$ cat src/hw/rtl/ephr_pkg.sv
// Shared types, sizes and constants of the high-pass event reconstruction block.
package ephr_pkg;

    localparam int unsigned LP_IMG_W    = 512;
    localparam int unsigned LP_IMG_H    = 512;
    localparam int unsigned LP_LUT_BITS = 10;

    localparam int unsigned LP_NPIX     = LP_IMG_W * LP_IMG_H;
    localparam int unsigned LP_ADDR_W   = $clog2(LP_NPIX);
    localparam int unsigned LP_LUT_SIZE = 1 << LP_LUT_BITS;
    localparam int unsigned LP_CLR_CNT  = (LP_NPIX > LP_LUT_SIZE) ? LP_NPIX : LP_LUT_SIZE;
    localparam int unsigned LP_CNT_W    = $clog2(LP_CLR_CNT);

    localparam int unsigned LP_VAL_W    = 32;
    localparam int unsigned LP_TIME_W   = 32;
    localparam int unsigned LP_RATE_W   = 10;
    localparam int unsigned LP_STEP_W   = 20;
    localparam int unsigned LP_FACT_W   = 17;
    localparam int unsigned LP_ACCQ_W   = 33;

    // rate * dt
    localparam int unsigned LP_PROD_W   = LP_RATE_W + LP_TIME_W;
    // index = (prod * 2^bits + 8e6) / 16e6, with 16e6 = 2^10 * 15625
    localparam int unsigned LP_DIV_HALF  = 8000000;
    localparam int unsigned LP_DIV_FULL  = 16000000;
    localparam int unsigned LP_DIV_SHIFT = 10;
    localparam int unsigned LP_DIV_ODD   = 15625;
    localparam int unsigned LP_PROD_LIM  = LP_DIV_FULL - LP_DIV_HALF / LP_LUT_SIZE;
    localparam int unsigned LP_LIM_W     = 24;
    localparam int unsigned LP_N_W       = LP_LUT_BITS + LP_LIM_W;
    localparam int unsigned LP_N1_W      = LP_N_W - LP_DIV_SHIFT;
    localparam int unsigned LP_RECIP_SH  = LP_N1_W + 14;
    localparam int unsigned LP_RECIP_W   = LP_N1_W + 1;
    localparam int unsigned LP_QP_W      = LP_N1_W + LP_RECIP_W;
    localparam logic [LP_RECIP_W-1:0] LP_RECIP =
        LP_RECIP_W'(((64'd1 << LP_RECIP_SH) + 64'(LP_DIV_ODD - 1)) / 64'(LP_DIV_ODD));

    localparam int unsigned LP_SCL_W = LP_VAL_W + LP_FACT_W;
    localparam int unsigned LP_MAGR_W = LP_SCL_W + 1 - 16;
    localparam int unsigned LP_SUM_W = LP_MAGR_W + 2;
    localparam logic signed [LP_SUM_W-1:0] LP_SAT_MAX = LP_SUM_W'(64'sh7FFF_FFFF);
    localparam logic signed [LP_SUM_W-1:0] LP_SAT_MIN = LP_SUM_W'(-64'sh8000_0000);

    localparam logic [0:0] LP_CFG_RATE = 1'b0;
    localparam logic [0:0] LP_CFG_STEP = 1'b1;
    localparam logic [LP_RATE_W-1:0] LP_RATE_RST = LP_RATE_W'(1);
    localparam logic [LP_STEP_W-1:0] LP_STEP_RST = LP_STEP_W'(6554);

    localparam logic CMD_PIXEL = 1'b0;
    localparam logic CMD_SWEEP = 1'b1;

    // exp(-16 / 2^bits) in Q0.32 from a truncated alternating series
    function automatic logic [31:0] f_estep();
        longint unsigned st;
        longint unsigned tm;
        longint          sum;
        st  = 64'd1 << (36 - LP_LUT_BITS);
        tm  = 64'd1 << 32;
        sum = longint'(64'd1 << 32);
        tm = ((tm * st) >> 32) / 64'd1;  sum = sum - longint'(tm);
        tm = ((tm * st) >> 32) / 64'd2;  sum = sum + longint'(tm);
        tm = ((tm * st) >> 32) / 64'd3;  sum = sum - longint'(tm);
        tm = ((tm * st) >> 32) / 64'd4;  sum = sum + longint'(tm);
        tm = ((tm * st) >> 32) / 64'd5;  sum = sum - longint'(tm);
        tm = ((tm * st) >> 32) / 64'd6;  sum = sum + longint'(tm);
        tm = ((tm * st) >> 32) / 64'd7;  sum = sum - longint'(tm);
        tm = ((tm * st) >> 32) / 64'd8;  sum = sum + longint'(tm);
        tm = ((tm * st) >> 32) / 64'd9;  sum = sum - longint'(tm);
        tm = ((tm * st) >> 32) / 64'd10; sum = sum + longint'(tm);
        tm = ((tm * st) >> 32) / 64'd11; sum = sum - longint'(tm);
        tm = ((tm * st) >> 32) / 64'd12; sum = sum + longint'(tm);
        tm = ((tm * st) >> 32) / 64'd13; sum = sum - longint'(tm);
        tm = ((tm * st) >> 32) / 64'd14; sum = sum + longint'(tm);
        tm = ((tm * st) >> 32) / 64'd15; sum = sum - longint'(tm);
        tm = ((tm * st) >> 32) / 64'd16; sum = sum + longint'(tm);
        tm = ((tm * st) >> 32) / 64'd17; sum = sum - longint'(tm);
        tm = ((tm * st) >> 32) / 64'd18; sum = sum + longint'(tm);
        tm = ((tm * st) >> 32) / 64'd19; sum = sum - longint'(tm);
        tm = ((tm * st) >> 32) / 64'd20; sum = sum + longint'(tm);
        tm = ((tm * st) >> 32) / 64'd21; sum = sum - longint'(tm);
        tm = ((tm * st) >> 32) / 64'd22; sum = sum + longint'(tm);
        tm = ((tm * st) >> 32) / 64'd23; sum = sum - longint'(tm);
        tm = ((tm * st) >> 32) / 64'd24; sum = sum + longint'(tm);
        return (sum < 0) ? 32'd0 : 32'(sum);
    endfunction

    localparam logic [31:0] LP_ESTEP = f_estep();

    typedef enum logic [2:0] {
        ST_CLEAR,
        ST_IDLE,
        ST_ISSUE,
        ST_SWEEP,
        ST_DRAIN,
        ST_DONE
    } t_state;

    typedef enum logic [1:0] {
        KIND_PIXEL,
        KIND_SWEEP,
        KIND_SKIP
    } t_kind;

    typedef struct packed {
        logic [LP_RATE_W-1:0] decay_rate;
        logic [LP_STEP_W-1:0] contrast_step;
    } t_cfg;

    typedef struct packed {
        logic                 clr;
        logic [LP_CNT_W-1:0]  clr_idx;
        logic                 load;
        logic                 issue;
        logic                 sweep;
        logic [LP_ADDR_W-1:0] sweep_addr;
    } t_dp_cmd;

    typedef struct packed {
        logic busy;
    } t_dp_stat;

    typedef struct packed {
        logic load;
        logic has_value;
        logic sweep_done;
    } t_out_cmd;

endpackage

$ cat src/hw/rtl/ephr_ctrl.sv
// Controller: reset clearing pass, item sequencing and result handoff.
module ephr_ctrl (
    input  logic                i_clk,
    input  logic                i_rst_n,
    input  logic                i_in_valid,
    input  logic                i_command,
    input  logic                i_in_range,
    input  logic                i_out_free,
    input  ephr_pkg::t_dp_stat  i_stat,
    output logic                o_in_ready,
    output ephr_pkg::t_dp_cmd   o_cmd,
    output ephr_pkg::t_out_cmd  o_out
);

    ephr_pkg::t_state                r_state;
    ephr_pkg::t_state                n_state;
    ephr_pkg::t_kind                 r_kind;
    ephr_pkg::t_kind                 n_kind;
    logic [ephr_pkg::LP_CNT_W-1:0]   r_cnt;
    logic [ephr_pkg::LP_CNT_W-1:0]   n_cnt;

    always_ff @(posedge i_clk) begin
        if (!i_rst_n) begin
            r_state <= ephr_pkg::ST_CLEAR;
            r_kind  <= ephr_pkg::KIND_SKIP;
            r_cnt   <= '0;
        end else begin
            r_state <= n_state;
            r_kind  <= n_kind;
            r_cnt   <= n_cnt;
        end
    end

    always_comb begin
        n_state          = r_state;
        n_kind           = r_kind;
        n_cnt            = r_cnt;
        o_in_ready       = 1'b0;
        o_cmd            = '0;
        o_cmd.clr_idx    = r_cnt;
        o_cmd.sweep_addr = r_cnt[ephr_pkg::LP_ADDR_W-1:0];
        o_out            = '0;
        case (r_state)
            ephr_pkg::ST_CLEAR: begin
                o_cmd.clr = 1'b1;
                if (r_cnt == ephr_pkg::LP_CNT_W'(ephr_pkg::LP_CLR_CNT - 1)) begin
                    n_cnt   = '0;
                    n_state = ephr_pkg::ST_IDLE;
                end else begin
                    n_cnt = r_cnt + 1'b1;
                end
            end
            ephr_pkg::ST_IDLE: begin
                o_in_ready = 1'b1;
                if (i_in_valid) begin
                    o_cmd.load = 1'b1;
                    n_cnt      = '0;
                    if (i_command == ephr_pkg::CMD_SWEEP) begin
                        n_kind  = ephr_pkg::KIND_SWEEP;
                        n_state = ephr_pkg::ST_SWEEP;
                    end else if (i_in_range) begin
                        n_kind  = ephr_pkg::KIND_PIXEL;
                        n_state = ephr_pkg::ST_ISSUE;
                    end else begin
                        n_kind  = ephr_pkg::KIND_SKIP;
                        n_state = ephr_pkg::ST_DONE;
                    end
                end
            end
            ephr_pkg::ST_ISSUE: begin
                o_cmd.issue = 1'b1;
                n_state     = ephr_pkg::ST_DRAIN;
            end
            ephr_pkg::ST_SWEEP: begin
                // one pixel enters the datapath per cycle
                o_cmd.issue = 1'b1;
                o_cmd.sweep = 1'b1;
                if (r_cnt == ephr_pkg::LP_CNT_W'(ephr_pkg::LP_NPIX - 1)) begin
                    n_cnt   = '0;
                    n_state = ephr_pkg::ST_DRAIN;
                end else begin
                    n_cnt = r_cnt + 1'b1;
                end
            end
            ephr_pkg::ST_DRAIN: begin
                if (!i_stat.busy) begin
                    n_state = ephr_pkg::ST_DONE;
                end
            end
            ephr_pkg::ST_DONE: begin
                if (i_out_free) begin
                    o_out.load       = 1'b1;
                    o_out.has_value  = (r_kind == ephr_pkg::KIND_PIXEL);
                    o_out.sweep_done = (r_kind == ephr_pkg::KIND_SWEEP);
                    n_state          = ephr_pkg::ST_IDLE;
                end
            end
            default: begin
                n_state = ephr_pkg::ST_IDLE;
            end
        endcase
    end

endmodule

$ cat config.mk
export PLATFORM = sky130hd
export DESIGN_NAME = ephr_ctrl
export DESIGN_NICKNAME = d
export VERILOG_FILES = /design/src/hw/rtl/ephr_pkg.sv /design/src/hw/rtl/ephr_ctrl.sv
export SDC_FILE = /design/constraint.sdc
export NUM_CORES = 1
export LEC_CHECK = 0
export ABC_AREA = 1
export ABC_CLOCK_PERIOD_IN_PS = 1850
export BUFFER_PORTS_ARGS = -buffer_cell sky130_fd_sc_hd__buf_2
export CAP_MARGIN = 20
export CORE_ASPECT_RATIO = 1.2
export CORE_MARGIN = 2
export CORE_UTILIZATION = 51
export CTS_CLUSTER_SIZE = 8
export DETAILED_ROUTE_END_ITERATION = 6
export HOLD_SLACK_MARGIN = 0.15
export PLACE_DENSITY = 0.9
export SLEW_MARGIN = 20
export SYNTH_ARGS = -nofsm -noshare
export SYNTH_HDL_FRONTEND = slang
export SYNTH_SLANG_ARGS = --single-unit
$ cat constraint.sdc
create_clock -name i_clk -period 1.85 [get_ports i_clk]
set_input_delay 0.2775 -clock i_clk [delete_from_list [all_inputs] [get_ports i_clk]]
set_output_delay 0.2775 -clock i_clk [all_outputs]
set_load 0.01 [all_outputs]
# Yosys cells after proc, flatten, opt, wreduce, memory -nomap -nowiden
# Cells that the tools add are included.
[classes] addsub=1 n_eq_ne=12 muxes=21 reduce_logical=8
[ops] cell="18-bit 2-to-1 mux" n=2
[ops] cell="18-bit one-hot mux with 2 select lines" n=1
[ops] cell="3-bit 2-to-1 mux" n=9
[ops] cell="18-bit by 1-bit adder with 18-bit output (second input constant)" n=1
[ops] cell="18-bit equality test (second input constant)" n=1
[ops] cell="3-bit one-hot mux with 6 select lines" n=1
[ops] cell="2-bit != test (second input constant)" n=5
[ops] cell="3-bit by 2-bit equality test with 1-bit output (second input constant)" n=2
[ops] cell="3-bit equality test (second input constant)" n=2
[ops] cell="1-bit 2-to-1 mux" n=6
[ops] cell="5-bit AND reduction" n=1
[ops] cell="2-bit 2-to-1 mux" n=2
[ops] cell="2-bit AND reduction" n=2
[ops] cell="2-bit OR reduction" n=2
[ops] cell="3-bit by 1-bit equality test with 1-bit output (second input constant)" n=1
[ops] cell="3-bit zero test" n=1
[ops] cell="2-bit by 1-bit equality test with 1-bit output (second input constant)" n=1
[ops] cell="2-bit zero test" n=1
[ops] cell="2-bit nonzero test" n=1
[word_totals] regBits=23 inputBits=7 word_cells=45

# Logic depth before layout (Yosys ltp)
# Gate-level depths: netlist of run 1.
[depth] word_depth=4 ltp_mapped=11 mapped_depth_nobuf=10

# Least setup slack after synthesis of run 1
# Ideal clock, no wire load.
[synth_timing] path_type="register to register" start="register r_cnt[1] in the netlist's numbering" end="register r_cnt[14] in the netlist's numbering" arrival_ns=1.574 required_ns=1.735 slack_ns=0.161 path_stages_with_launch=9 n_path_buf=0 synth_period_minus_slack_ns=1.689 cell_sequence="dfxtp_1 -> ha_1 -> nand2_1 -> nor2_8 -> nand2_1 -> o21bai_4 -> nand2_4 -> nand2_4 -> nor2_1"
[synth_between] elab_chain_cells=3 elab_cells_between_ends=4 cone_classes="1 x add/sub; 1 x eq/ne; 2 x mux"
[synth_lines] element="from (decl)" line_no="ephr_ctrl.sv:19" rtl="logic [ephr_pkg::LP_CNT_W-1:0] r_cnt;"
[synth_lines] element="from (signal assigned)" line_no="ephr_ctrl.sv:30" rtl="r_cnt <= n_cnt;"
[synth_lines] element="18-bit by 1-bit adder with 18-bit output / 18-bit equality test (equally long branches)"
[synth_lines] element="18-bit 2-to-1 mux *" line_no="ephr_ctrl.sv:46, ephr_ctrl.sv:78"
[synth_lines] element="18-bit one-hot mux with 2 select lines *" line_no="ephr_ctrl.sv:43" rtl="case (r_state)"
# Every way passes the cells marked *; elsewhere a longest branch is shown, timed or not.
# A chain may end at the register's enable or synchronous reset.

==> results.cfg, run 1 <==
[floorplan]
start_util_pct = 53.0
rows = 22
dieArea_um2 = 3610
die_y_um = 65.4
pin_count = 51
die_w_um = 55.2
coreArea_um2 = 3030

[power]
ir_drop_mv = 0.372
p_per_area_nw_per_um2 = 457
p_leak_nw = 0.932

[critical_path]
critical_path_buf_inv_count = 3
cp-start-kind = flip-flop
rr_startpoint = r_cnt[1]$_SDFFE_PN0P_
cp_max_fo = 7
reg2reg_slack_ps = 160
r2r-end = r_cnt[5]$_SDFFE_PN0P_
max_stage_delay_ps = 410
cp_top_family = flip-flops
crit_arrival_ps = 1460
path_class = flip-flop to output pin
crit_path_top_delay_cell = dfxtp_4
critPathRequiredTime_ps = 1570
crit_path_end_kind = output pin
crit_chain = inv_2, nor3_4, nand2_4, inv_1, buf_2
reg2reg_depth = 8

[synth]
syn_area_per_cell_um2 = 6.80
synth_top_area_share_pct = 28.7
netlist_area_um2 = 1600
netlist_instances = 236
yosysUniqueCellTypes = 28
ys_ff_latch = 23
synth_edf_count = 0
synth_area_leaders = dfxtp_1 (29%), nand2_1 (13%), buf_4 (8.4%), nor2_1 (7.7%), inv_1 (6.3%)
yosys_warnings = 0
synth.yosys.seq_area_share_pct = 28.7
synthesis.nets = 244
dominantRegCellSynth = dfxtp_1
synthArstFlopShare_pct = 0
synth.largest_area_cell = dfxtp_1

[hold_path]
hp-start = i_command
holdPathEnd = r_kind[0]$_SDFFE_PN0P_
whs_path_depth = 3
hp-class = input port to flip-flop

[place]
globalplace.congestion = 0.830
io_buffers = 50
dp_hpwl_mm = 2.66
place_area_um2 = 1740

[routing]
vias = 1578
drc_errors = 0
route.met2.wl_mm = 1.76
drtPass1Iterations = 4
drt_iter0_drc = 61
wirelength_mm = 3.57
drt-vias-per-instance = 5.11
top_layer_used = met4
met3WireLength_um = 209
wl_met1_mm = 1.53
wl_per_cell_um = 11.5
ant_nets = 0

[run]
drv_cap = 0

[sta]
slew_violations = 0
tns_ps = 0
period_share_pct = 93.8
relSlewSlack_pct = 72.6
fin_skew_ps = 11.0
fmax_ghz = 0.576
setup_viol = 0
grt_setup_unrepaired = false
hold_slack_ps = 229
finalCriticalPeriod_ps = 1740
tightest_slew_ps = 411
hold_viol_final = 0

[clocking]
tritoncts = yes
cts_hold_buf = 0
cts-root-buf = clkbuf_4
clock_sinks = 23
cts_buffer_depth = 2
numCtsBuffers = 3
htreeDepth = 1
insertion_delay_ps = 330
clk_pin_slew_worst_paths_ps = 140

[global_routing]
grt_max_degree = 14
grt_pass1_wl_mm = 5.71
antenna_found_initial = 0
grt.total_usage_pct = 21.2
grt_pass1_vias = 1335
grt-ovfl-total = 0

[finish]
fin_area_um2 = 1780
most-common-layout-cells = nand2_1 (55), buf_2 (50), nor2_1 (33), inv_1 (27), dfxtp_1 (21)
utilization_pct = 58.9
synthToLayoutAreaGrowth_pct = 11.2
antenna_cells = 0
drive_above_1_share_pct = 30.0
finalNetCount = 282
layout_commonest_cell = nand2_1

[outcome]
status = completed
==> how the worst max path moves through the flow <==
stage                       startpoint                      to  slack (ps)  depth (start not counted)
3_5_place_dp     r_cnt[1]$_SDFFE_PN0P_   r_cnt[5]$_SDFFE_PN0P_         190                          8
5_1_grt        r_state[1]$_SDFFE_PN0P_                o_out[0]          10                          6
3_3_place_gp     r_cnt[1]$_SDFFE_PN0P_  r_cnt[15]$_SDFFE_PN0P_         260                          8
2_1_floorplan    r_cnt[1]$_SDFFE_PN0P_  r_cnt[14]$_SDFFE_PN0P_         160                          8
4_1_cts        r_state[0]$_SDFFE_PN0P_                o_out[0]          40                          7
6_report       r_state[0]$_SDFFE_PN0P_               o_cmd[20]         110                          5
==> layer usage <==
metal / track usage (%) / vias up
li1: - / 802
met1: 25.8 / 718
met2: 36.5 / 51
met3: 3.41 / 7
met4: 7.62 / 0
met5: 0 / -
==> power by group <==
group / internal [mW] / leakage, nW / switching [mW]
clock: 0.0812 / 0.0177 / 0.169
sequential: 0.498 / 0.187 / 0.00707
combinational: 0.0237 / 0.727 / 0.0363
total: 0.603 / 0.932 / 0.212
==> layout make-up <==
| class | instances | area, µm² |
|---|---|---|
| Fill cell | 304 | 1240 |
| Multi-Input combinational cell | 162 | 851 |
| Sequential cell | 23 | 468 |
| Timing Repair Buffer | 54 | 280 |
| Inverter | 30 | 113 |
| Tap cell | 36 | 45.0 |
| Clock buffer | 3 | 22.5 |
| Clock inverter | 1 | 5.00 |
==> registers in the layout, indices dropped and copies added (netlist names) <==
signal and count:
r_state 3, r_cnt 18, r_kind 2
==> Yosys cell counts (3+ instances only) <==
cell / instances
inv_2: 3
nor2_2: 4
buf_4: 18
nor3_1: 3
o21ai_0: 3
nand2_1: 55
nor2_1: 33
inv_1: 27
a21oi_1: 14
xor2_1: 3
nand4_1: 7
nand2_4: 6
nand3_1: 19
nand3b_1: 3
dfxtp_1: 23
==> worst min-delay path, cell delays in order <==
cell	delay, ps
buf_2	110
inv_1	80
a21oi_1	60
==> cells by family after synthesis <==
logic type / synth area share [%]
AND/OR/NAND/NOR: 42.2
adder cells (fa/ha/maj): 0.780
flip-flops: 28.7
XOR/XNOR: 2.65
buffers and inverters: 18.3
AO/OA/AOI/OAI: 7.41
==> per-stage QoR <==
step                      setup slack, ps  std cells  total power, mW
after floorplan                       161        236            0.562
after CTS                            37.0        308            0.815
final                                 114        309            0.815
after detailed placement              186        304            0.579
after global routing                 11.0        309            0.849
after global placement                258        304            0.578
==> repair_timing <==
item / CTS / global route
resized for setup: 1 / 3
setup buffers: 0 / 1
endpoints found under the setup margin: 1 / 3
pin swaps: 0 / 1
No activity file was read; power rests on OpenSTA's default activity.
==> run 2: changes to the inputs <==
--- a/config.mk
+++ b/config.mk
@@ -9,13 +9,16 @@
 export ABC_CLOCK_PERIOD_IN_PS = 1850
 export BUFFER_PORTS_ARGS = -buffer_cell sky130_fd_sc_hd__buf_2
 export CAP_MARGIN = 20
+export CELL_PAD_IN_SITES_DETAIL_PLACEMENT = 1
+export CELL_PAD_IN_SITES_GLOBAL_PLACEMENT = 1
 export CORE_ASPECT_RATIO = 1.2
 export CORE_MARGIN = 2
-export CORE_UTILIZATION = 51
+export CORE_UTILIZATION = 35
+export CTS_BUF_LIST = sky130_fd_sc_hd__clkbuf_4 sky130_fd_sc_hd__clkbuf_8 sky130_fd_sc_hd__clkbuf_16
 export CTS_CLUSTER_SIZE = 8
 export DETAILED_ROUTE_END_ITERATION = 6
 export HOLD_SLACK_MARGIN = 0.15
-export PLACE_DENSITY = 0.9
+export PLACE_DENSITY = 0.89
 export SLEW_MARGIN = 20
 export SYNTH_ARGS = -nofsm -noshare
 export SYNTH_HDL_FRONTEND = slang
==> run 2 against run 1 <==
  * Maximum frequency rose by 0.14%
  * Setup slack better by 2.4 ps
  * Sequential share of layout area shrank 1.2 points
==> results.cfg, run 2 (synthesized netlist as in run 1, its figures left out) <==
[outcome]
status = completed

[finish]
largest_register_ffs = 18
antenna_cells = 0
most-common-layout-cells = nand2_1 (55), buf_2 (50), nor2_1 (33), inv_1 (27), dfxtp_1 (22)
drive_above_1_share_pct = 30.4
top_regs = r_cnt (18), r_state (3), r_kind (2)
layout_commonest_cell = nand2_1
synthToLayoutAreaGrowth_pct = 15.1
finalNetCount = 285
top_register = r_cnt

[clocking]
insertion_delay_ps = 270
cts-root-buf = clkbuf_8
htreeDepth = 1
clk_pin_slew_worst_paths_ps = 90
numCtsBuffers = 3
tritoncts = yes
cts_buffer_depth = 2
post_cts_buffers = 0
clock_sinks = 23

[power]
comb_power_share_pct = 7.5
switching_share_pct = 24.6
p_per_area_nw_per_um2 = 486
netSwitchingPower_mw = 0.220
seqPwrFrac_pct = 56.4
p_leak_nw = 0.955
clkPwrFrac_pct = 36.1
finalPower_mw = 0.897
p_int_mw = 0.677
ir_drop_mv = 0.207

[sta]
slew_violations = 0
tightest_slew_ps = 496
setup_viol = 0
relSlewSlack_pct = 66.9
fin_ws_ps = 116
tns_ps = 0
fmax_ghz = 0.577
hold_viol_final = 0
finalCriticalPeriod_ps = 1730
fin_skew_ps = 3.49
period_share_pct = 93.7
grt_setup_unrepaired = false

[critical_path]
crit_path_end_kind = output pin
max_stage_delay_ps = 510
critPathRequiredTime_ps = 1570
cp-start-kind = flip-flop
crit_path_top_delay_cell = dfxtp_1
crit_chain = inv_2, nor3_1, nand2_1, inv_1, nand2_1, nor2_1, buf_2
reg2reg_slack_ps = 130
path_class = flip-flop to output pin
cp_max_fo = 7
crit_arrival_ps = 1460
reg2reg_depth = 8
cp_common_cell = nand2_1
rr_startpoint = r_cnt[1]$_SDFFE_PN0P_
r2r-end = r_cnt[3]$_SDFFE_PN0P_

[routing]
drt_iter0_drc = 46
vias = 1633
drc_errors = 0
drt-vias-per-instance = 4.89
drtPass1Iterations = 4
wl_per_cell_um = 12.9
wirelength_mm = 4.31
ant_nets = 0

[place]
globalplace.congestion = 0.834
place_ws_ps = 158
dp_hpwl_mm = 3.38
io_buffers = 50

[hold_path]
holdPathEnd = r_kind[0]$_SDFFE_PN0P_
hp-class = input port to flip-flop
hp-start = i_command
whs_path_depth = 3

[floorplan]
pin_count = 51
dieArea_um2 = 5140
start_util_pct = 35.7
rows = 27
coreArea_um2 = 4490
die_y_um = 78.2
die_w_um = 65.8

[run]
drv_cap = 0

[global_routing]
antenna_found_initial = 0
grt-ovfl-total = 0
grt_pass1_wl_mm = 7.14
grt_pass1_vias = 1648
grt.total_usage_pct = 17.5
grt_max_degree = 14
run 2: cell types whose count changed in the layout (fill, tap and decap cells not counted):
cell / change
dfxtp_2: +1
buf_4: +3
clkbuf_8: +3
dfxtp_1: +1
clkbuf_4: -3
dfxtp_4: -2
run 2: cell type report:
type | count | area [µm²]
clock inverters | 1 | 5.00
clock buffers | 3 | 41.3
fillers | 626 | 2650
well taps | 58 | 72.6
flip-flops and latches | 23 | 462
multi-input cells | 162 | 851
repair buffers | 57 | 303
inverters | 30 | 113
run 2: worst max-delay path by stage:
stage	start	to	slack [ps]	depth (start not counted)
2_1_floorplan	r_cnt[1]$_SDFFE_PN0P_	r_cnt[14]$_SDFFE_PN0P_	160	8
3_3_place_gp	r_cnt[1]$_SDFFE_PN0P_	r_cnt[15]$_SDFFE_PN0P_	260	8
3_5_place_dp	r_cnt[1]$_SDFFE_PN0P_	r_cnt[3]$_SDFFE_PN0P_	160	8
4_1_cts	r_state[0]$_SDFFE_PN0P_	o_cmd[20]	80	5
5_1_grt	r_cnt[1]$_SDFFE_PN0P_	r_cnt[3]$_SDFFE_PN0P_	20	8
6_report	r_state[2]$_SDFFE_PN0P_	o_out[0]	120	7
run 2: what timing repair did:
action	4_1_cts	5_1_grt
endpoints found under the setup margin	0	1
hold buffers	0	0
gates resized for setup	0	1
run 2: stage by stage:
stage	cells	area, µm²	util (%)	hold WS, ps
after floorplan	236	1600	-	425
after global placement	330	1800	40.0	488
after detailed placement	330	1800	40.0	513
after CTS	334	1850	41.1	300
after global routing	334	1850	41.1	331
final	334	1850	41.1	296
run 2: power groups by stage:
| stage | logic [mW] | clock network [mW] | registers (mW) |
|---|---|---|---|
| finish | 0.0673 | 0.324 | 0.506 |
| global route | 0.0737 | 0.347 | 0.507 |
| CTS | 0.0684 | 0.331 | 0.506 |
| detailed placement | 0.0667 | 0 | 0.517 |
| global placement | 0.0642 | 0 | 0.517 |
| floorplan | 0.0406 | 0 | 0.521 |
run 2: routing by layer:
layer	up-vias	GRT usage, %	share of wire [%]
met2	38	33.4	53
met3	5	2.44	3.8
met4	0	5.00	1.2
met5	-	0	0
li1	814	-	-
met1	776	19.5	42
run 2: critical path: cells and delay by family (launching register included):
kind / cells / cell delay [ps]
and+or+nand+nor: 4 / 360
buffers and inverters: 3 / 320
DFF: 1 / 510
